==> src/rtl/twc_pkg.sv <==
// Package for the thresholded watermark correlator: sizes, register indexes,
// item codes and the structures passed between the datapath modules.
// No dependencies.
`default_nettype none

package twc_pkg;

   // Watermark table and subband limits
   localparam int MAX_WM_LEN        = 32768;
   localparam int WM_ADDR_W         = $clog2(MAX_WM_LEN);
   localparam int MAX_SUBBAND_COEFS = 1048576;

   // Field widths
   localparam int COEF_W  = 24;
   localparam int WMV_W   = 16;
   localparam int PROD_W  = COEF_W + WMV_W;
   localparam int THR_W   = 23;
   localparam int LEN_W   = 16;
   localparam int COUNT_W = 21;
   localparam int CORR_W  = 64;
   localparam int MAG_W   = 47;

   // Count saturates at the smaller of the subband limit and the field maximum
   localparam int COUNT_FIELD_MAX = (1 << COUNT_W) - 1;
   localparam logic [COUNT_W-1:0] COUNT_CAP =
      COUNT_W'((MAX_SUBBAND_COEFS > COUNT_FIELD_MAX) ? COUNT_FIELD_MAX : MAX_SUBBAND_COEFS);

   // Configuration port
   localparam int CSR_IDX_W  = 4;
   localparam int CSR_DATA_W = 23;
   localparam logic [CSR_IDX_W-1:0] REG_THRESHOLD = CSR_IDX_W'(0);
   localparam logic [CSR_IDX_W-1:0] REG_WM_LENGTH = CSR_IDX_W'(1);

   // Item kinds
   localparam logic MODE_LOAD = 1'b0;
   localparam logic MODE_COEF = 1'b1;

   // Result queue
   localparam int RSP_DEPTH = 4;
   localparam int RSP_PTR_W = $clog2(RSP_DEPTH);
   localparam int RSP_CNT_W = $clog2(RSP_DEPTH + 1);

   // One coefficient word entering the accumulate stage
   typedef struct packed {
      logic                     valid;
      logic                     sel;
      logic                     last;
      logic [COEF_W-1:0]        coef;
      logic signed [PROD_W-1:0] prod;
   } acc_in_type;

   // One result word
   typedef struct packed {
      logic [COUNT_W-1:0]       count;
      logic signed [CORR_W-1:0] correlation;
      logic [MAG_W-1:0]         magnitude_sum;
   } rsp_word_type;

endpackage

`default_nettype wire

==> src/rtl/twc_accum.sv <==
// Accumulate stage: saturating correlation, magnitude and count accumulators,
// emitting a result word and clearing on the last coefficient of a subband.
// Depends on twc_pkg.
`default_nettype none

module twc_accum
   import twc_pkg::*;
(
   input  wire logic         clock,
   input  wire logic         reset,
   input  wire acc_in_type   acc_in,
   output logic              push,
   output rsp_word_type      push_word
);

   logic [COUNT_W-1:0]       count_ff, count_in, count_upd;
   logic signed [CORR_W-1:0] corr_ff, corr_in, corr_upd;
   logic [MAG_W-1:0]         mag_ff, mag_in, mag_upd;
   logic signed [CORR_W:0]   corr_sum;
   logic [MAG_W:0]           mag_sum;

   // Saturating updates for a selected coefficient
   always_comb begin
      corr_sum = {corr_ff[CORR_W-1], corr_ff} + (CORR_W+1)'(acc_in.prod);
      mag_sum  = {1'b0, mag_ff} + (MAG_W+1)'(acc_in.coef[COEF_W-2:0]);

      corr_upd  = corr_ff;
      mag_upd   = mag_ff;
      count_upd = count_ff;
      if (acc_in.sel) begin
         // Top two bits differing means the sum left the 64-bit range
         if (corr_sum[CORR_W:CORR_W-1] == 2'b01) begin
            corr_upd = {1'b0, {(CORR_W-1){1'b1}}};
         end else if (corr_sum[CORR_W:CORR_W-1] == 2'b10) begin
            corr_upd = {1'b1, {(CORR_W-1){1'b0}}};
         end else begin
            corr_upd = corr_sum[CORR_W-1:0];
         end
         mag_upd = mag_sum[MAG_W] ? {MAG_W{1'b1}} : mag_sum[MAG_W-1:0];
         if (count_ff < COUNT_CAP) begin
            count_upd = count_ff + COUNT_W'(1);
         end
      end
   end

   // Result on the last word, then clear for the next subband
   always_comb begin
      push                    = acc_in.valid & acc_in.last;
      push_word.count         = count_upd;
      push_word.correlation   = corr_upd;
      push_word.magnitude_sum = mag_upd;
      count_in = count_ff;
      corr_in  = corr_ff;
      mag_in   = mag_ff;
      if (acc_in.valid) begin
         if (acc_in.last) begin
            count_in = '0;
            corr_in  = '0;
            mag_in   = '0;
         end else begin
            count_in = count_upd;
            corr_in  = corr_upd;
            mag_in   = mag_upd;
         end
      end
   end

   always_ff @(posedge clock) begin
      if (reset) begin
         count_ff <= '0;
         corr_ff  <= '0;
         mag_ff   <= '0;
      end else begin
         count_ff <= count_in;
         corr_ff  <= corr_in;
         mag_ff   <= mag_in;
      end
   end

endmodule

`default_nettype wire

==> config.mk <==
export PLATFORM = sky130hd
export DESIGN_NAME = twc_accum
export DESIGN_NICKNAME = d
export VERILOG_FILES = /design/src/rtl/twc_pkg.sv /design/src/rtl/twc_accum.sv
export SDC_FILE = /design/constraint.sdc
export NUM_CORES = 1
export LEC_CHECK = 0
export BUFFER_PORTS_ARGS = -buffer_cell sky130_fd_sc_hd__buf_2
export CAP_MARGIN = 10
export CORE_MARGIN = 1
export CORE_UTILIZATION = 30
export DETAILED_ROUTE_END_ITERATION = 6
export MAX_ROUTING_LAYER = met4
export SYNTH_ARGS = -nofsm -noshare
export SYNTH_HDL_FRONTEND = slang
export SYNTH_SLANG_ARGS = --single-unit
==> constraint.sdc <==
create_clock -name clock -period 3.3 [get_ports clock]
set_input_delay 0.33 -clock clock [delete_from_list [all_inputs] [get_ports clock]]
set_output_delay 0.33 -clock clock [all_outputs]
set_load 0.02 [all_outputs]
After elaboration in Yosys (flattened, before gate mapping)
Cells that the tools add are included.

$add $sub $neg: 3. $mul: 0. Div/mod/pow operators: 0. $lt $le $gt $ge: 1. Eq/ne operators: 2. Shifts and indexed selects: 0. Muxes and demuxes: 10. Bitwise logic cells: 1. Reduce and logical (&&, ||, !) cells: 0.

Operators by type and width (count): 64-bit two-way mux (4); 47-bit two-way mux (3); 64-bit by 40-bit adder with 65-bit output (1); 21-bit two-way mux (3); 47-bit by 23-bit adder with 48-bit output (1); 21-bit by 1-bit adder with 21-bit output, second input constant (1); 21-bit less-than comparator, second input constant (1); 2-bit by 1-bit == test with 1-bit output, second input constant (1); 2-bit == test, second input constant (1); 1-bit bitwise AND (1).

Register bits after elaboration: 132. Latch bits: 0. RAM bits: 0. Memory bits (read-only): 0. Input bits: 69. Word-level logic and storage cells: 20. Memories: 0.

Longest topological paths before layout
Word-level depth: 6. Depth in mapped cells: 15. Depth with buffers taken out: 14.

Least setup slack after synthesis
Ideal clock, no wire load.

Kind: register to output. Start: register corr_ff[0]. End: output port push_word[70] (netlist name). Arrival time: 3.263 ns. Data required time: 2.970 ns. Path slack: -0.293 ns. Stages on the path, launching flop included: 14. Path buffers: 1. Path through: dfxtp_1 > ha_1 > inv_1 > fa_1 > nand2b_1 > a21oi_1 > o21ai_1 > a211oi_1 > o21ai_1 > a21oi_1 > o211ai_1 > o221ai_4 > buf_2 > a2bb2oi_1.

RTL lines: start: declaration (line twc_accum.sv:17) `logic signed [CORR_W-1:0] corr_ff, corr_in, corr_upd;`; start signal: assignment (line twc_accum.sv:75) `corr_ff <= corr_in;`; end: declaration (line twc_accum.sv:13) `output rsp_word_type push_word`.

==> flow_metrics.py <==
metrics = {
    "sta": {
        "worst_pin_slew_ns": 0.996,
        "max_freq_ghz": 0.238,
        "period_share": 1.27,
        "layout_setup_ws_ns": -0.902,
        "relSlewSlack": 0.334,
        "maxSlewViolCount": 0,
        "hold_slack_ns": 0.222,
        "fin_crit_ns": 4.20,
        "finalHoldViolCount": 0,
        "rsz0062_at_grt": "yes",
        "setup_viol_count_final": 175,
        "finClkSkew_ns": 0.0129,
    },
    "synthesis": {
        "syn_avg_cell_area_sq_um": 7.32,
        "postSynthCellCount": 1629,
        "synth-edff-count": 0,
        "syn-num-nets": 1788,
        "yosysMostFrequentCell": "nor2_1",
        "synth_cell_types": 72,
        "synth.top_cell.area_share": 0.222,
        "ys_top_cells_by_count": "nor2_1, a21oi_1, dfxtp_1",
        "async_reset_ff_frac": 0,
        "synthTopCellsByArea": "dfxtp_1, ha_1, a21oi_1",
        "synth_ff_type": "dfxtp_1",
        "synth_area_leader_cell": "dfxtp_1",
        "synth_seq_area_share": 0.222,
        "ys_ff_latch": 132,
        "syn_area_sq_um": 11900,
        "ys_warn_count": 0,
    },
    "clocking": {
        "clockBufferDepth": 2,
        "root_buffer": "clkbuf_16",
        "cts_made_buffers": 17,
        "clk_latency_ns": 0.49,
        "hold_buffers": 0,
        "ctsHtreeMaxLevel": 4,
        "cts_tree": "built",
        "clock_sinks": 132,
        "clk_pin_slew_ns": 0.07,
    },
    "power_and_ir_drop": {
        "power_w": 0.00616,
        "p_int_w": 0.00393,
        "power.switching_w": 0.00222,
        "seq_power_share": 0.273,
        "switching_share": 0.361,
        "power.static_leakage_nw": 9.35,
        "combPwrFrac": 0.399,
        "p_clk_frac": 0.328,
        "irDropWorstVdd_v": 0.000371,
        "powerDensity_nw_per_um2": 300,
    },
    "grt": {
        "grt_antenna_before_repair": 2,
        "grt_overflow": 0,
        "grt_use_total": 0.249,
        "grt_pass1_vias": 14700,
        "grt_max_degree": 73,
        "grt_pass1_wl_um": 78300,
    },
    "placed_design": {
        "dp_hpwl_um": 35500,
        "post_dp_cell_area_sq_um": 16600,
        "routabilityCongestion": 0.915,
        "port_buffers": 200,
    },
    "die": {
        "die_height_um": 201,
        "rows": 72,
        "dieArea_sq_um": 40500,
        "pin_count": 202,
        "core-area_sq_um": 38900,
        "start_util": 0.306,
        "chipWidth_um": 201,
    },
    "critical_path": {
        "endpoint_kind": "output port",
        "cp.buffers_inverters": 5,
        "critPathMaxStageDelay_ns": 0.59,
        "ff2ff_path_depth": 16,
        "worstPathMaxFanout": 5,
        "critPathMostFrequentCell": "buf_4",
        "worstPathRequired_ns": 2.97,
        "cp.depth": 15,
        "worst_setup_path_start_kind": "flip-flop",
        "path_cells": "ha_4, buf_6, nand4_1, or4_4, o31ai_4, o21a_1, o21ai_4, o211ai_1, buf_4, o221ai_4, buf_4, buf_16, a21oi_1, nor2_2, buf_4",
        "arrival_ns": 3.87,
        "crit_type": "reg -> out",
        "crit_slowest_cell": "or4_4",
        "crit_family": "compound AO/OA/AOI/OAI gates",
    },
    "finish": {
        "area_growth_pct": 71.9,
        "nets": 2418,
        "design_area_sq_um": 20500,
        "drive_above_1_share": 0.467,
        "fillers": 3581,
    },
    "route": {
        "ant_nets": 0,
        "viasPerCell": 5.39,
        "met1_length_um": 21700,
        "first_iter_violations": 979,
        "drt-pass1-iter-count": 5,
        "routed_wl_um": 51200,
        "vias": 15000,
        "wire_per_inst_um": 18.3,
        "wl_met2_um": 24900,
        "drc": 0,
        "top_layer": "met4",
        "met3WireLength_um": 2800,
    },
    "min_path": {
        "hold_class": "in -> reg",
        "min_path_cells": 3,
    },
    "job": {
        "drv_cap": 0,
    },
    "outcome": {
        "violations": "setup timing",
        "status": "finished with violations",
    },
}
[metrics by stage]
stage	instances	setup slack, ns	setup TNS (ns)	utilization
after detailed placement	2679	-0.813	-91.07	0.428
after global placement	2679	-0.775	-83.98	0.428
final	2792	-0.902	-81.95	0.527
after floorplan	1629	-0.00442	-0.00883	-
after CTS	2757	-0.910	-81.06	0.492
after global routing	2792	-0.985	-99.64	0.527
[layout by cell type, fill, tap and decap left out, drive strengths merged, types with 18 or more instances in the layout]
cell    instances
nor3           21
clkbuf         21
inv            38
nand2         119
o21ai          91
o21bai         21
a21oi         221
xnor2          72
dfxtp         132
buf           705
nand4          34
xor2           40
a22o           74
nand2b         18
nor2b          22
nor2          243
ha             88
a21o           50
and3           20
nand3          35
[area by class of cell]
cell class / count / area (sq um) / area share
Inverter: 34 / 128 / 0.00623
Multi-Input combinational cell: 1366 / 10700 / 0.521
Clock buffer: 18 / 429 / 0.0209
Sequential cell: 132 / 2670 / 0.130
Timing Repair Buffer: 708 / 5790 / 0.282
Clock inverter: 14 / 153 / 0.00745
Antenna cell: 2 / 5.00 / 0.000244
Tap cell: 518 / 648 / 0.0316
[registers in the layout, indices dropped and copies added (netlist names)]
register / count
count_ff: 21
corr_ff: 64
mag_ff: 47
[worst paths after layout]
path	startpoint	endpoint	slack [ns]
worst max-delay path	corr_ff[29]$_SDFFE_PP0P_	push_word[96]	-0.90
worst min register to register	mag_ff[10]$_SDFFE_PP0P_	mag_ff[10]$_SDFFE_PP0P_	0.50
worst min-delay path	acc_in[66]	mag_ff[35]$_SDFFE_PP0P_	0.22
worst max register to register	corr_ff[29]$_SDFFE_PP0P_	corr_ff[5]$_SDFFE_PP0P_	-0.45
[what timing repair did]
item                       in CTS  in global routing
pin swaps                      77                 87
setup endpoints to repair     179                183
gates cloned                    6                  2
buffers inserted               42                 33
gates resized for setup       383                208
[power groups by stage]
stage          clock network, W  logic (W)  registers (W)
4_1_cts                 0.00207    0.00223        0.00168
3_5_place_dp                  0    0.00192        0.00171
6_report                0.00202    0.00246        0.00168
3_3_place_gp                  0    0.00191        0.00171
5_1_grt                 0.00213    0.00263        0.00169
2_1_floorplan                 0    0.00107        0.00170
[cells by family (layout without fill, tap and decap cells)]
family                   Yosys count  in the layout  share of synthesized area
AO/OA/AOI/OAI                    597            597                      0.328
AND/OR/NAND/NOR                  558            558                      0.217
flip-flops                       132            132                      0.222
buffers and inverters            131            774                     0.0472
XOR/XNOR                         112            112                     0.0823
adder cells (fa/ha/maj)           90             90                     0.0957
multiplexers                       9              9                    0.00798
other                              0              2                          0
[worst register-to-register path, cell delays in order (launching register included)]
cell      delay, ns
dfxtp_2        0.34
ha_4           0.27
buf_6          0.09
nand4_1        0.18
or4_4          0.59
o31ai_4        0.32
o21a_1         0.26
o21ai_4        0.10
a211oi_4       0.33
a22oi_4        0.13
buf_12         0.18
buf_12         0.17
a21oi_2        0.16
nor2_2         0.08
buf_4          0.13
buf_4          0.12
a22o_1         0.19
[routing by layer]
metal | track usage | up-vias
met5 | - | -
met4 | 0.0942 | 0
met3 | 0.0513 | 113
met2 | 0.414 | 481
met1 | 0.295 | 7216
li1 | - | 7226
No activity file was read; power rests on OpenSTA's default activity.
