[config.mk]
export PLATFORM = sky130hd
export DESIGN_NAME = twc_resp_fifo
export DESIGN_NICKNAME = d
export VERILOG_FILES = /design/src/rtl/twc_pkg.sv /design/src/rtl/twc_resp_fifo.sv
export SDC_FILE = /design/constraint.sdc
export NUM_CORES = 1
export LEC_CHECK = 0
export BUFFER_PORTS_ARGS = -buffer_cell sky130_fd_sc_hd__buf_2
export CORE_ASPECT_RATIO = 0.9
export CORE_MARGIN = 4
export CORE_UTILIZATION = 55
export CTS_CLUSTER_DIAMETER = 80
export DETAILED_ROUTE_END_ITERATION = 10
export GPL_TIMING_DRIVEN = 0
export PLACE_DENSITY_LB_ADDON = 0.2
export SYNTH_ARGS = -nofsm -noshare
export SYNTH_HDL_FRONTEND = slang
export SYNTH_SLANG_ARGS = --single-unit
[constraint.sdc]
create_clock -name clock -period 6.45 [get_ports clock]
set_clock_uncertainty 0.2 [all_clocks]
set_input_delay 1.29 -clock clock [delete_from_list [all_inputs] [get_ports clock]]
set_output_delay 1.29 -clock clock [all_outputs]
set_load 0.05 [all_outputs]
[src/rtl/twc_pkg.sv]
// Package for the thresholded watermark correlator: sizes, register indexes,
// item codes and the structures passed between the datapath modules.
// No dependencies.
`default_nettype none

package twc_pkg;

   // Watermark table and subband limits
   localparam int MAX_WM_LEN        = 32768;
   localparam int WM_ADDR_W         = $clog2(MAX_WM_LEN);
   localparam int MAX_SUBBAND_COEFS = 1048576;

   // Field widths
   localparam int COEF_W  = 24;
   localparam int WMV_W   = 16;
   localparam int PROD_W  = COEF_W + WMV_W;
   localparam int THR_W   = 23;
   localparam int LEN_W   = 16;
   localparam int COUNT_W = 21;
   localparam int CORR_W  = 64;
   localparam int MAG_W   = 47;

   // Count saturates at the smaller of the subband limit and the field maximum
   localparam int COUNT_FIELD_MAX = (1 << COUNT_W) - 1;
   localparam logic [COUNT_W-1:0] COUNT_CAP =
      COUNT_W'((MAX_SUBBAND_COEFS > COUNT_FIELD_MAX) ? COUNT_FIELD_MAX : MAX_SUBBAND_COEFS);

   // Configuration port
   localparam int CSR_IDX_W  = 4;
   localparam int CSR_DATA_W = 23;
   localparam logic [CSR_IDX_W-1:0] REG_THRESHOLD = CSR_IDX_W'(0);
   localparam logic [CSR_IDX_W-1:0] REG_WM_LENGTH = CSR_IDX_W'(1);

   // Item kinds
   localparam logic MODE_LOAD = 1'b0;
   localparam logic MODE_COEF = 1'b1;

   // Result queue
   localparam int RSP_DEPTH = 4;
   localparam int RSP_PTR_W = $clog2(RSP_DEPTH);
   localparam int RSP_CNT_W = $clog2(RSP_DEPTH + 1);

   // One coefficient word entering the accumulate stage
   typedef struct packed {
      logic                     valid;
      logic                     sel;
      logic                     last;
      logic [COEF_W-1:0]        coef;
      logic signed [PROD_W-1:0] prod;
   } acc_in_type;

   // One result word
   typedef struct packed {
      logic [COUNT_W-1:0]       count;
      logic signed [CORR_W-1:0] correlation;
      logic [MAG_W-1:0]         magnitude_sum;
   } rsp_word_type;

endpackage

`default_nettype wire

[src/rtl/twc_resp_fifo.sv]
// Small result queue that decouples the accumulate stage from the result
// channel. Depends on twc_pkg.
`default_nettype none

module twc_resp_fifo
   import twc_pkg::*;
(
   input  wire logic          clock,
   input  wire logic          reset,
   input  wire logic          push,
   input  wire rsp_word_type  push_word,
   input  wire logic          pop,
   output rsp_word_type       head_word,
   output logic [RSP_CNT_W-1:0] fill
);

   rsp_word_type              entry_ff [RSP_DEPTH];
   logic [RSP_PTR_W-1:0]      wr_ptr_ff, wr_ptr_in;
   logic [RSP_PTR_W-1:0]      rd_ptr_ff, rd_ptr_in;
   logic [RSP_CNT_W-1:0]      fill_ff, fill_in;

   // Pointer and fill updates
   always_comb begin
      wr_ptr_in = push ? wr_ptr_ff + RSP_PTR_W'(1) : wr_ptr_ff;
      rd_ptr_in = pop  ? rd_ptr_ff + RSP_PTR_W'(1) : rd_ptr_ff;
      fill_in   = fill_ff + RSP_CNT_W'(push) - RSP_CNT_W'(pop);
   end

   always_ff @(posedge clock) begin
      if (reset) begin
         wr_ptr_ff <= '0;
         rd_ptr_ff <= '0;
         fill_ff   <= '0;
      end else begin
         wr_ptr_ff <= wr_ptr_in;
         rd_ptr_ff <= rd_ptr_in;
         fill_ff   <= fill_in;
      end
   end

   // Storage holds payload only
   always_ff @(posedge clock) begin
      if (push) begin
         entry_ff[wr_ptr_ff] <= push_word;
      end
   end

   assign head_word = entry_ff[rd_ptr_ff];
   assign fill      = fill_ff;

endmodule

`default_nettype wire

* Word level (Yosys, flattened, before mapping) *
Memory sizes are Yosys's and may differ from the RTL's. A register that Yosys moved wholly into a read port is not among the register bits.
Index checks and enable logic that the tools add are counted.
Widths: inputs -> output; s select.

word-level totals
  register bits after elaboration = 7
  bits in latches = 0
  memory bits (writable) = 528
  bits in read-only memories = 0
  bits of input ports = 136
  output and inout bits = 135
  logic and storage cells = 12
  memories kept = 1

operators by class
  add/subtract/negate cells = 4
  $mul = 0
  divide/modulo/power cells = 0
  $lt $le $gt $ge = 0
  equal/unequal tests = 0
  shift-type cells = 0
  mux-type cells = 4
  bitwise operators = 0
  reduce and logical (&&, ||, !) cells = 0

memory list
  name      words  width  read ports  clocked after Yosys merged registers in  write ports  line                 text
  entry_ff  4      132    1           1                                        1            twc_resp_fifo.sv:17  rsp_word_type entry_ff [RSP_DEPTH];

operators with widths
  kind                 number
  $add 2x1->2 const B  2
  $mux 2               2
  $add 3x1->3          1
  $sub 3x1->3          1
  $mux 1               2

* Logic depth before layout (Yosys ltp) *
Gate-level depths: netlist (run 1).

  depth after elaboration = 3
  depth in mapped cells = 7
  mapped depth without buffers = 7

* Least setup slack after synthesis (run 1) *
No wires, ideal clock.

  kind = input -> register
  start point = in push
  end point = mem entry_ff[0][0] in the netlist's numbering, enable pin
  setup time = 0.506 ns
  data arrival time = 4.312 ns
  required time = 5.744 ns
  path slack = 1.432 ns
  cell stages on the path = 1
  buffers on the path = 0
  cell sequence = and2_1

on the way
  cells in the longest elaborated chain, start to end = 2

ends and longest elaborated chain
  item                          line                 text
  from (decl)                   twc_resp_fifo.sv:10  input wire logic push,
  $mux 1                        twc_resp_fifo.sv:43  if (push) begin
  $mux 1 (not written as such)  twc_resp_fifo.sv:44  entry_ff[wr_ptr_ff] <= push_word;
  to (decl)                     twc_resp_fifo.sv:17

Every way passes these cells.

==> tab_implementation.tex, run 1 <==
\begin{tabular}{lr}
\hline
Metric & Value \\
\hline
\multicolumn{2}{l}{\textbf{Synth}} \\
\quad Adder-cell share of the synthesized area & 0.004886 \\
\quad Fraction of the mapped netlist area in simple logic gates & 0.003279 \\
\quad Count of flip-flops with a built-in enable after synthesis & 528 \\
\quad Count of distinct cell types in the synthesized netlist & 18 \\
\quad Sequential-to-total area share from yosys stat & 0.8239 \\
\quad Ys Warns & 0 \\
\quad Portion of netlist area occupied by mux cells & 0.1533 \\
\quad Fraction of registers with async set or reset after synthesis & 0 \\
\quad Average cell area after synthesis & 26.66 um\^{}2 \\
\quad Fraction of the mapped netlist area in compound gates & 0.0007715 \\
\quad Number of synthesized register bits & 537 \\
\quad Net count after synthesis & 873 \\
\quad Top FF cell, synth & sky130\_fd\_sc\_hd\_\_edfxtp\_1 \\
\quad Largest family of logic cells by synthesized area & multiplexers \\
\quad Synthesized-area fraction occupied by xor and xnor cells & 0.002122 \\
\quad Synthesized netlist cell count & 730 \\
\quad Synth Cell Area & 19460 um\^{}2 \\
\multicolumn{2}{l}{\textbf{Floorplan}} \\
\quad Starting Density & 0.5565 \\
\quad Num ports & 271 \\
\quad Number of rows created at floorplan & 65 \\
\quad Floorplan die area & 38460 um\^{}2 \\
\quad Die Span Y & 186.5 um \\
\quad Horizontal die dimension & 206.3 um \\
\quad Core Footprint & 34970 um\^{}2 \\
\multicolumn{2}{l}{\textbf{Pwr}} \\
\quad Leakage component of the power & 7.888 nW \\
\quad Switching fraction of total power & 0.2487 \\
\quad Total power consumption of the routed design & 8.065 mW \\
\quad Portion of total power attributed to sequential cells & 0.502 \\
\quad Total power density per cell area & 346.4 nW/um\^{}2 \\
\quad VDD IR max & 0.2863 mV \\
\quad Net switching power of the design & 2.006 mW \\
\quad Combinational fraction of design power & 0.141 \\
\quad Share of total power in the clock network & 0.357 \\
\quad Internal power consumption & 6.060 mW \\
\multicolumn{2}{l}{\textbf{Route}} \\
\quad Routed via count & 8715 \\
\quad Detailed-routed wire length on met2 & 17.85 mm \\
\quad Number of design-rule violations left by the first detailed-router iteration & 550 \\
\quad Highest signal layer in the routed design & met5 \\
\quad Iteration count of the initial detailed-routing pass & 5 \\
\quad Metal1 wirelength & 15.10 mm \\
\quad Post-detailed-route count of antenna-violating nets & 0 \\
\quad Post-detailed-route DRC marker count & 0 \\
\quad Routed wire length per instance & 23.14 um \\
\quad Via density per instance & 5.537 \\
\quad Met3 routed WL & 2.909 mm \\
\quad Post-detailed-routing wire length & 36.42 mm \\
\multicolumn{2}{l}{\textbf{Critical path}} \\
\quad End of the critical path & head\_word[122] \\
\quad Kind of cell adding the most delay to the critical path & buffers and inverters \\
\quad Category of the worst setup path capture point & output port \\
\quad Crit Path Category & flop to output port \\
\quad Launching element type of the critical path & flop \\
\quad Arrival time of the worst setup path & 2350 ps \\
\quad CP cell instances & buf\_2 -> buf\_2 -> buf\_2 -> mux4\_2 -> buf\_2 \\
\quad Number of cells traversed by the worst register-to-register path & 4 \\
\quad Critical Path Max Stage Delay & 370 ps \\
\quad CP most frequent cell & sky130\_fd\_sc\_hd\_\_buf\_2 \\
\quad Maximum fanout along the worst path & 10 \\
\quad Combined buffer and inverter count along the critical path & 4 \\
\quad Path length in cells of the critical path & 5 \\
\quad Startpoint of the lowest-slack register-to-register path & wr\_ptr\_ff[0] \\
\quad Max stage delay cell, worst path & sky130\_fd\_sc\_hd\_\_mux4\_2 \\
\quad Register-to-register setup slack & 4370 ps \\
\quad Required time of the worst setup path & 4960 ps \\
\quad End of the worst register-to-register path & entry\_ff[2][78] \\
\multicolumn{2}{l}{\textbf{Clocking}} \\
\quad Post-CTS setup buffer count & 0 \\
\quad CTS Sinks & 537 \\
\quad Post-cts sizing count & 0 \\
\quad TritonCTS clock tree & yes \\
\quad CTS max path bufs & 3 \\
\quad CTS Buf Count & 51 \\
\quad Post-CTS Hold Fix Bufs & 0 \\
\quad Clock slew at the register clock pins of the worst setup and hold paths & 60 ps \\
\quad Insertion delay to the later sink of the worst-skew pair & 550 ps \\
\quad Clock root buffer master & sky130\_fd\_sc\_hd\_\_clkbuf\_16 \\
\quad Number of levels in the clock H-tree & 2 \\
\multicolumn{2}{l}{\textbf{Global routing}} \\
\quad Antenna violations before repair & 7 \\
\quad Total GRT Usage & 0.1928 \\
\quad Global-route wire length before repair & 56.26 mm \\
\quad Aggregate global routing overflow & 0 \\
\quad Largest net degree at the start of global routing & 58 \\
\quad Via count of the first global-routing pass & 9214 \\
\multicolumn{2}{l}{\textbf{Cells and area}} \\
\quad Proportion of layout cells with a drive suffix above 1 & 0.4682 \\
\quad Area grow syn2layout & 19.63\% \\
\quad Most common cell after layout, fill and taps aside & sky130\_fd\_sc\_hd\_\_edfxtp\_1 \\
\quad Most frequent cells in the layout & sky130\_fd\_sc\_hd\_\_edfxtp\_1, sky130\_fd\_sc\_hd\_\_buf\_2, sky130\_fd\_sc\_hd\_\_mux4\_2 \\
\quad Net count, final & 1204 \\
\multicolumn{2}{l}{\textbf{Worst hold path}} \\
\quad Worst Hold Class & flop to flop \\
\multicolumn{2}{l}{\textbf{Timing}} \\
\quad RSZ-0062 raised after global routing & no \\
\quad Final Setup Violations & 0 \\
\quad Setup WS post-layout & 2611 ps \\
\quad Max Freq & 0.2605 GHz \\
\quad Relative slew margins & 0.4824 \\
\quad Share of the clock period used by the worst path & 0.5951 \\
\quad Final total negative setup slack & 0 ps \\
\quad Final-report max-slew violation count & 0 \\
\quad Hold\_ws & 345.1 ps \\
\quad Crit path time final & 3839 ps \\
\quad Slew at the pin with the worst max-slew slack & 776.4 ps \\
\quad Final hold violation count & 0 \\
\multicolumn{2}{l}{\textbf{Job}} \\
\quad Max cap viols & 0 \\
\multicolumn{2}{l}{\textbf{Placed design}} \\
\quad Final weighted congestion in routability-driven placement & 0.7110 \\
\quad Post-Place Worst Slack & 3135 ps \\
\quad HPWL after DPL & 22.85 mm \\
\quad \# port buffers & 270 \\
\multicolumn{2}{l}{\textbf{Status}} \\
\quad Result of the run & finished, final reports clean \\
\hline
\end{tabular}
[cell type report]
type,instances,area [um^2]
Tap cell,469,586.8
Fill cell,2327,11690
Clock buffer,72,1428
Antenna cell,3,7.507
Sequential cell,537,16040
Clock inverter,22,216.5
Multi-Input combinational cell,157,3208
Timing Repair Buffer,278,1572
Buffer,30,206.4
Inverter,6,22.52
[synth_stat cells (2+ instances only)]
master	number	area, um^2
sky130_fd_sc_hd__edfxtp_1	528	15860
sky130_fd_sc_hd__mux4_2	132	2973
sky130_fd_sc_hd__and2_1	4	25.02
sky130_fd_sc_hd__xnor2_1	2	17.52
sky130_fd_sc_hd__clkbuf_1	5	18.77
sky130_fd_sc_hd__inv_1	6	22.52
sky130_fd_sc_hd__dfxtp_1	9	180.2
sky130_fd_sc_hd__ha_1	6	75.07
sky130_fd_sc_hd__nor2b_1	2	12.51
sky130_fd_sc_hd__buf_6	10	112.6
sky130_fd_sc_hd__buf_2	15	75.07
sky130_fd_sc_hd__nor2_1	5	18.77
[flip-flops by register name, indices dropped and copies added (netlist names), named ones only]
signal     cells
wr_ptr_ff      2
entry_ff     528
fill           3
rd_ptr_ff      2
[power by group through the flow]
stage / registers (mW) / clock network (mW) / logic, mW
finish: 4.05 / 2.88 / 1.14
global route: 4.06 / 3.11 / 1.20
CTS: 4.05 / 2.96 / 1.16
detailed placement: 4.12 / 0 / 1.15
global placement: 4.15 / 0 / 1.12
floorplan: 4.15 / 0 / 0.810
[stage by stage]
stage / cell area (um^2) / util / cells
after floorplan: 19460 / - / 730
after global placement: 21400 / 0.6120 / 1469
after detailed placement: 21630 / 0.6185 / 1477
after CTS: 23270 / 0.6655 / 1571
after global routing: 23280 / 0.6656 / 1572
final: 23280 / 0.6658 / 1574
[worst register-to-register path: cells and delay by family (launching register included)]
family	cells	cell delay, ps
DFF	1	350
and+or+nand+nor	1	520
adders and majority gates	1	150
buffers and inverters	2	450
[how the worst min path moves through the flow]
stage	cells after the start	slack [ps]	endpoint	start
after floorplan	2	290	flop	rd_ptr_ff[1]
after global placement	2	310	flop	rd_ptr_ff[1]
after detailed placement	2	330	rd_ptr_ff[1]	rd_ptr_ff[0]
after CTS	2	340	rd_ptr_ff[1]	rd_ptr_ff[0]
after global routing	2	370	rd_ptr_ff[1]	rd_ptr_ff[0]
final	2	350	rd_ptr_ff[1]	rd_ptr_ff[1]
[cells by family (layout without fill, tap and decap cells)]
family                     after synthesis  in the layout
DFF                                    537            537
and+or+nand+nor                         12             12
muxes                                  133            133
adders and majority gates                7              7
AOI/OAI and AO/OA                        2              2
other                                    0              3
buffers and inverters                   36            408
xor gates and xnor gates                 3              3
[layer usage]
layer | GRT usage | vias up
met1 | 0.2799 | 4557
li1 | - | 3824
met5 | 0 | -
met3 | 0.05925 | 56
met4 | 0.03710 | 12
met2 | 0.2999 | 266
Note: power is estimated with default switching activity, not from simulation.
==> run 2: changes to the inputs <==
Clock period 6.45 ns to 3.8 ns, I/O delays scaled along.
==> run 2 against run 1 <==
  * Global-route usage increased by 0.37 points
  * Non-clock buffer count unchanged
  * Sequential share of layout area increased by 0.12 points
  * Critical path type unchanged
  * Critical endpoint is now head_word[64]
==> tab_implementation.tex, run 2 (synthesis gave the netlist of run 1 again) <==
\begin{tabular}{lr}
\hline
Metric & Value \\
\hline
\multicolumn{2}{l}{\textbf{Cells and area}} \\
\quad Total non-filler cell area in the finished layout & 23240 um\^{}2 (was 23280 um\^{}2) \\
\quad Most flop-heavy register & entry\_ff (unchanged) \\
\quad Fill count & 2246 (was 2327) \\
\quad Proportion of layout cells with a drive suffix above 1 & 0.4591 (was 0.4682) \\
\quad Flip-flop count of the largest register, all copies and words added & 528 (unchanged) \\
\quad Most common cell after layout, fill and taps aside & sky130\_fd\_sc\_hd\_\_edfxtp\_1 (unchanged) \\
\quad Final Instance Count excl. Fillers & 1571 (was 1574) \\
\quad Final cell utilization of the core & 0.6646 (was 0.6658) \\
\quad Net count, final & 1203 (was 1204) \\
\quad Area grow syn2layout & 19.41\% (was 19.63\%) \\
\quad Most frequent cells in the layout & sky130\_fd\_sc\_hd\_\_edfxtp\_1, sky130\_fd\_sc\_hd\_\_buf\_2, sky130\_fd\_sc\_hd\_\_mux4\_2 (unchanged) \\
\multicolumn{2}{l}{\textbf{Clocking}} \\
\quad Insertion delay to the later sink of the worst-skew pair & 550 ps (about the same) \\
\quad Clock root buffer master & sky130\_fd\_sc\_hd\_\_clkbuf\_16 (unchanged) \\
\quad CTS Sinks & 537 (unchanged) \\
\quad Post-cts sizing count & 0 (unchanged) \\
\quad CTS Buf Count & 50 (was 51) \\
\quad Post-CTS Hold Fix Bufs & 0 (unchanged) \\
\quad CTS max path bufs & 3 (unchanged) \\
\quad Post-CTS setup buffer count & 0 (unchanged) \\
\quad Clock slew at the register clock pins of the worst setup and hold paths & 60 ps (about the same) \\
\quad Number of levels in the clock H-tree & 2 (unchanged) \\
\quad TritonCTS clock tree & yes (unchanged) \\
\multicolumn{2}{l}{\textbf{Global routing}} \\
\quad Aggregate global routing overflow & 0 (unchanged) \\
\quad Via count of the first global-routing pass & 9274 (was 9214) \\
\quad Largest net degree at the start of global routing & 60 (was 58) \\
\quad Global-route wire length before repair & 56.93 mm (was 56.26 mm) \\
\quad Antenna violations before repair & 10 (was 7) \\
\quad Total GRT Usage & 0.1964 (was 0.1928) \\
\multicolumn{2}{l}{\textbf{Pwr}} \\
\quad VDD IR max & 0.4502 mV (was 0.2863 mV) \\
\quad Combinational fraction of design power & 0.141 (about the same) \\
\quad Portion of total power attributed to sequential cells & 0.503 (was 0.502) \\
\quad Switching fraction of total power & 0.2480 (was 0.2487) \\
\quad Share of total power in the clock network & 0.355 (was 0.357) \\
\quad Leakage component of the power & 7.865 nW (was 7.888 nW) \\
\quad Total power consumption of the routed design & 13.65 mW (was 8.065 mW) \\
\quad Internal power consumption & 10.27 mW (was 6.060 mW) \\
\quad Total power density per cell area & 587.4 nW/um\^{}2 (was 346.4 nW/um\^{}2) \\
\quad Net switching power of the design & 3.385 mW (was 2.006 mW) \\
\multicolumn{2}{l}{\textbf{Critical path}} \\
\quad Register-to-register setup slack & 1630 ps (was 4370 ps) \\
\quad Required time of the worst setup path & 2840 ps (was 4960 ps) \\
\quad CP most frequent cell & sky130\_fd\_sc\_hd\_\_buf\_2 (unchanged) \\
\quad Critical Path Max Stage Delay & 410 ps (was 370 ps) \\
\quad Max stage delay cell, worst path & sky130\_fd\_sc\_hd\_\_buf\_2 (was sky130\_fd\_sc\_hd\_\_mux4\_2) \\
\quad Crit Path Category & flop to output port (unchanged) \\
\quad Category of the worst setup path capture point & output port (unchanged) \\
\quad Combined buffer and inverter count along the critical path & 4 (unchanged) \\
\quad Arrival time of the worst setup path & 2520 ps (was 2350 ps) \\
\quad Maximum fanout along the worst path & 10 (unchanged) \\
\quad Kind of cell adding the most delay to the critical path & buffers and inverters (unchanged) \\
\quad Launching element type of the critical path & flop (unchanged) \\
\quad CP cell instances & buf\_2 -> buf\_2 -> buf\_2 -> mux4\_2 -> buf\_2 (unchanged) \\
\multicolumn{2}{l}{\textbf{Route}} \\
\quad Post-detailed-route DRC marker count & 0 (unchanged) \\
\quad Post-detailed-route count of antenna-violating nets & 0 (unchanged) \\
\quad Routed wire length per instance & 23.75 um (was 23.14 um) \\
\quad Iteration count of the initial detailed-routing pass & 5 (unchanged) \\
\quad Highest signal layer in the routed design & met5 (unchanged) \\
\quad Post-detailed-routing wire length & 37.31 mm (was 36.42 mm) \\
\quad Routed via count & 8798 (was 8715) \\
\quad Metal1 wirelength & 14.58 mm (was 15.10 mm) \\
\quad Met3 routed WL & 3.200 mm (was 2.909 mm) \\
\quad Via density per instance & 5.600 (was 5.537) \\
\quad Number of design-rule violations left by the first detailed-router iteration & 563 (was 550) \\
\quad Detailed-routed wire length on met2 & 18.87 mm (was 17.85 mm) \\
\multicolumn{2}{l}{\textbf{Timing}} \\
\quad Max Freq & 0.2870 GHz \\
\quad Final hold violation count & 0 (unchanged) \\
\quad Slew at the pin with the worst max-slew slack & 691.9 ps (was 776.4 ps) \\
\quad Share of the clock period used by the worst path & 0.9168 \\
\quad Final Setup Violations & 0 (unchanged) \\
\quad Final-report max-slew violation count & 0 (unchanged) \\
\quad RSZ-0062 raised after global routing & no (unchanged) \\
\quad Setup WS post-layout & 316.1 ps (was 2611 ps) \\
\quad Relative slew margins & 0.5387 (was 0.4824) \\
\quad Hold\_ws & 217.8 ps (was 345.1 ps) \\
\quad Crit path time final & 3484 ps \\
\quad Final total negative setup slack & 0 ps (unchanged) \\
\multicolumn{2}{l}{\textbf{Floorplan}} \\
\quad Number of rows created at floorplan & 65 (unchanged) \\
\quad Horizontal die dimension & 206.3 um (unchanged) \\
\quad Starting Density & 0.5565 (unchanged) \\
\quad Floorplan die area & 38460 um\^{}2 (unchanged) \\
\quad Core Footprint & 34970 um\^{}2 (unchanged) \\
\quad Num ports & 271 (unchanged) \\
\quad Die Span Y & 186.5 um (unchanged) \\
\multicolumn{2}{l}{\textbf{Placed design}} \\
\quad Post-Place Worst Slack & 938.5 ps (was 3135 ps) \\
\quad Total placed instance area & 21620 um\^{}2 (was 21630 um\^{}2) \\
\quad Final weighted congestion in routability-driven placement & 0.6822 (was 0.7110) \\
\quad \# port buffers & 270 (unchanged) \\
\quad HPWL after DPL & 23.59 mm (was 22.85 mm) \\
\quad Cells after DPL & 1477 (unchanged) \\
\multicolumn{2}{l}{\textbf{Worst hold path}} \\
\quad Worst Hold Class & primary input to flop (was flop to flop) \\
\multicolumn{2}{l}{\textbf{Job}} \\
\quad Max cap viols & 0 (unchanged) \\
\multicolumn{2}{l}{\textbf{Status}} \\
\quad Result of the run & finished, final reports clean (unchanged) \\
\hline
\end{tabular}
run 2: changes by cell type in the layout (fill, tap and decap cells not counted), moves of 2 or more:
cell,previous run,this run
sky130_fd_sc_hd__clkinv_2,13,7
sky130_fd_sc_hd__clkinvlp_4,2,0
sky130_fd_sc_hd__clkbuf_1,21,18
sky130_fd_sc_hd__clkbuf_8,3,0
sky130_fd_sc_hd__clkinv_1,2,14
run 2: power by group through the flow:
stage	clock network, mW	registers [mW]	logic [mW]
after floorplan	0	7.02	1.38
after global placement	0	7.01	1.90
after detailed placement	0	7.00	1.95
after CTS	4.96	6.87	1.96
after global routing	5.24	6.89	2.04
final	4.85	6.87	1.93
run 2: final timing paths:
| path | start | depth (start not counted) | to |
|---|---|---|---|
| setup reg to reg | wr_ptr_ff[0] | 4 | entry_ff[0][93] |
| setup / recovery | flop | 5 | head_word[64] |
| hold / removal | push_word[87] | 1 | entry_ff[0][87] |
| hold reg to reg | rd_ptr_ff[0] | 2 | rd_ptr_ff[1] |
run 2: cell type report:
type / instances / area [um^2] / area share
clock inverters: 26 / 237.7 / 0.01023
inverters: 6 / 22.52 / 0.0009690
repair buffers: 278 / 1564 / 0.06729
multi-input cells: 157 / 3208 / 0.1380
plain buffers: 30 / 206.4 / 0.008883
clock buffers: 66 / 1375 / 0.05917
well taps: 469 / 586.8 / 0.02525
flip-flops and latches: 537 / 16040 / 0.6900
diodes: 2 / 5.005 / 0.0002153
run 2: per-layer routing:
metal	up-vias	GRT usage
met2	287	0.3201
met3	59	0.06116
met4	16	0.03966
met5	-	0
li1	3831	-
met1	4605	0.2689
==> run 3: changes to the inputs <==
Settings changed: CORE_UTILIZATION 55 to 57, MAX_ROUTING_LAYER set to met4.
==> run 3 against run 2 <==
  * Sequential share of layout area up 0.11 points
  * Final cell count down 0.38%
  * Largest power group unchanged
  * Combinational power about the same
  * Critical path depth unchanged
  * Wire length down 1.6%
  * Worst setup slack better by 120 ps
  * Core utilization up 3.1 points
  * Global-route usage up 1.1 points
  * Clock power down 2%
==> tab_implementation.tex, run 3 (synthesis gave the netlist of run 1 again) <==
\begin{tabular}{lr}
\hline
Metric & Value \\
\hline
\multicolumn{2}{l}{\textbf{Pwr}} \\
\quad Internal power consumption & 10.14 mW (was 10.27 mW) \\
\quad VDD IR max & 0.4924 mV (was 0.4502 mV) \\
\quad Combinational fraction of design power & 0.142 (was 0.141) \\
\quad Total power density per cell area & 583.7 nW/um\^{}2 (was 587.4 nW/um\^{}2) \\
\quad Switching fraction of total power & 0.2515 (was 0.2480) \\
\quad Net switching power of the design & 3.407 mW (was 3.385 mW) \\
\quad Leakage component of the power & 7.854 nW (was 7.865 nW) \\
\quad Share of total power in the clock network & 0.350 (was 0.355) \\
\quad Portion of total power attributed to sequential cells & 0.507 (was 0.503) \\
\multicolumn{2}{l}{\textbf{Route}} \\
\quad Via density per instance & 5.578 (was 5.600) \\
\quad Routed via count & 8729 (was 8798) \\
\quad Iteration count of the initial detailed-routing pass & 5 (unchanged) \\
\quad Post-detailed-route DRC marker count & 0 (unchanged) \\
\quad Routed wire length per instance & 23.46 um (was 23.75 um) \\
\quad Number of design-rule violations left by the first detailed-router iteration & 529 (was 563) \\
\quad Post-detailed-route count of antenna-violating nets & 0 (unchanged) \\
\quad Post-detailed-routing wire length & 36.71 mm (was 37.31 mm) \\
\multicolumn{2}{l}{\textbf{Global routing}} \\
\quad Global-route wire length before repair & 56.74 mm (was 56.93 mm) \\
\quad Total GRT Usage & 0.2079 (was 0.1964) \\
\quad Via count of the first global-routing pass & 9282 (was 9274) \\
\quad Largest net degree at the start of global routing & 55 (was 60) \\
\quad Antenna violations before repair & 7 (was 10) \\
\quad Aggregate global routing overflow & 0 (unchanged) \\
\multicolumn{2}{l}{\textbf{Cells and area}} \\
\quad Proportion of layout cells with a drive suffix above 1 & 0.4605 (was 0.4591) \\
\quad Area of the multi-input gates & 3208 um\^{}2 (unchanged) \\
\quad Most frequent cells in the layout & sky130\_fd\_sc\_hd\_\_edfxtp\_1, sky130\_fd\_sc\_hd\_\_buf\_2, sky130\_fd\_sc\_hd\_\_mux4\_2 (unchanged) \\
\quad Area grow syn2layout & 19.23\% (was 19.41\%) \\
\quad Final cell utilization of the core & 0.6959 (was 0.6646) \\
\quad Fill count & 2054 (was 2246) \\
\quad Flip-flop count of the largest register, all copies and words added & 528 (unchanged) \\
\quad Area of all sequential standard cells & 16040 um\^{}2 (unchanged) \\
\quad Net count, final & 1204 (was 1203) \\
\quad Total non-filler cell area in the finished layout & 23200 um\^{}2 (was 23240 um\^{}2) \\
\quad Most common cell after layout, fill and taps aside & sky130\_fd\_sc\_hd\_\_edfxtp\_1 (unchanged) \\
\quad Most flop-heavy register & entry\_ff (unchanged) \\
\multicolumn{2}{l}{\textbf{Floorplan}} \\
\quad Horizontal die dimension & 202.8 um (was 206.3 um) \\
\quad Starting Density & 0.5837 (was 0.5565) \\
\quad Num ports & 271 (unchanged) \\
\quad Die Span Y & 183.3 um (was 186.5 um) \\
\quad Core Footprint & 33340 um\^{}2 (was 34970 um\^{}2) \\
\quad Floorplan die area & 37170 um\^{}2 (was 38460 um\^{}2) \\
\quad Number of rows created at floorplan & 63 (was 65) \\
\multicolumn{2}{l}{\textbf{Critical path}} \\
\quad Combined buffer and inverter count along the critical path & 4 (unchanged) \\
\quad Launching element type of the critical path & flop (unchanged) \\
\quad Category of the worst setup path capture point & output port (unchanged) \\
\quad Required time of the worst setup path & 2840 ps (about the same) \\
\quad Critical Path Max Stage Delay & 380 ps (was 410 ps) \\
\quad Max stage delay cell, worst path & sky130\_fd\_sc\_hd\_\_mux4\_2 (was sky130\_fd\_sc\_hd\_\_buf\_2) \\
\quad Maximum fanout along the worst path & 10 (unchanged) \\
\quad Arrival time of the worst setup path & 2400 ps (was 2520 ps) \\
\quad Kind of cell adding the most delay to the critical path & buffers and inverters (unchanged) \\
\quad Crit Path Category & flop to output port (unchanged) \\
\quad CP cell instances & buf\_2 -> buf\_2 -> buf\_2 -> mux4\_2 -> buf\_2 (unchanged) \\
\quad CP most frequent cell & sky130\_fd\_sc\_hd\_\_buf\_2 (unchanged) \\
\multicolumn{2}{l}{\textbf{Clocking}} \\
\quad Insertion delay to the later sink of the worst-skew pair & 560 ps (was 550 ps) \\
\quad Clock root buffer master & sky130\_fd\_sc\_hd\_\_clkbuf\_16 (unchanged) \\
\quad CTS max path bufs & 3 (unchanged) \\
\quad CTS Buf Count & 51 (was 50) \\
\quad Number of levels in the clock H-tree & 2 (unchanged) \\
\quad Post-cts sizing count & 0 (unchanged) \\
\quad Post-CTS Hold Fix Bufs & 0 (unchanged) \\
\quad Clock slew at the register clock pins of the worst setup and hold paths & 60 ps (about the same) \\
\quad Post-CTS setup buffer count & 0 (unchanged) \\
\quad CTS Sinks & 537 (unchanged) \\
\quad TritonCTS clock tree & yes (unchanged) \\
\multicolumn{2}{l}{\textbf{Placed design}} \\
\quad HPWL after DPL & 22.84 mm (was 23.59 mm) \\
\quad Final weighted congestion in routability-driven placement & 0.7137 (was 0.6822) \\
\quad Post-Place Worst Slack & 934.6 ps (was 938.5 ps) \\
\quad Total placed instance area & 21610 um\^{}2 (was 21620 um\^{}2) \\
\quad \# port buffers & 270 (unchanged) \\
\multicolumn{2}{l}{\textbf{Timing}} \\
\quad Relative slew margins & 0.5136 (was 0.5387) \\
\quad Final Setup Violations & 0 (unchanged) \\
\quad Setup WS post-layout & 437.1 ps (was 316.1 ps) \\
\quad Max Freq & 0.2974 GHz (was 0.2870 GHz) \\
\quad Share of the clock period used by the worst path & 0.8850 (was 0.9168) \\
\quad Slew at the pin with the worst max-slew slack & 729.7 ps (was 691.9 ps) \\
\quad RSZ-0062 raised after global routing & no (unchanged) \\
\quad Final-report max-slew violation count & 0 (unchanged) \\
\quad Crit path time final & 3363 ps (was 3484 ps) \\
\quad Final hold violation count & 0 (unchanged) \\
\multicolumn{2}{l}{\textbf{Job}} \\
\quad Max cap viols & 0 (unchanged) \\
\multicolumn{2}{l}{\textbf{Worst hold path}} \\
\quad Worst Hold Class & primary input to flop (unchanged) \\
\multicolumn{2}{l}{\textbf{Status}} \\
\quad Result of the run & finished, final reports clean (unchanged) \\
\hline
\end{tabular}
==> run 3: changes by cell type in the layout (fill, tap and decap cells not counted), sizes merged <==
cell / change
diode: +7
bufinv: -2
clkinv: +3
==> run 3: worst paths after layout <==
| kind | from | end | slack (ps) | depth (start not counted) |
|---|---|---|---|---|
| worst max-delay path | flop | head_word[110] | 440 | 5 |
| worst min-delay path | push_word[103] | entry_ff[1][103] | 210 | 1 |
| worst max register to register | wr_ptr_ff[0] | entry_ff[2][56] | 1360 | 5 |
| worst min register to register | wr_ptr_ff[1] | wr_ptr_ff[1] | 370 | 2 |
==> run 3: per-stage QoR <==
step / cells / setup TNS (ps) / power (mW) / hold slack (ps)
after floorplan: 730 / 0 / 8.397 / 291.8
after global placement: 1455 / -343840 / 8.917 / 321.1
after detailed placement: 1463 / 0 / 8.952 / 354.4
after CTS: 1556 / 0 / 13.68 / 177.1
after global routing: 1562 / 0 / 14.07 / 182.0
final: 1565 / 0 / 13.54 / 205.0
==> run 3: final cells by class <==
type	count	area share
Antenna cell	9	0.0009706
Inverter	6	0.0009706
Timing Repair Buffer	278	0.06772
Buffer	30	0.008897
Sequential cell	537	0.6910
Tap cell	455	0.02453
Clock inverter	27	0.008358
Clock buffer	66	0.05926
Multi-Input combinational cell	157	0.1383
==> run 3: metal layers <==
| layer | global-route usage | share of wire | wire length (um) |
|---|---|---|---|
| met1 | 0.2825 | 0.40 | 14690 |
| met2 | 0.3227 | 0.50 | 18480 |
| met3 | 0.05817 | 0.079 | 2886 |
| met4 | 0.04996 | 0.018 | 655 |
| met5 | - | 0 | 0 |
==> run 3: power by group through the flow <==
stage          logic (mW)  clock network, mW  registers (mW)
2_1_floorplan        1.38                  0            7.02
3_3_place_gp         1.90                  0            7.01
3_5_place_dp         1.96                  0            7.00
4_1_cts              1.96               4.84            6.87
5_1_grt              2.03               5.15            6.89
6_report             1.93               4.74            6.87
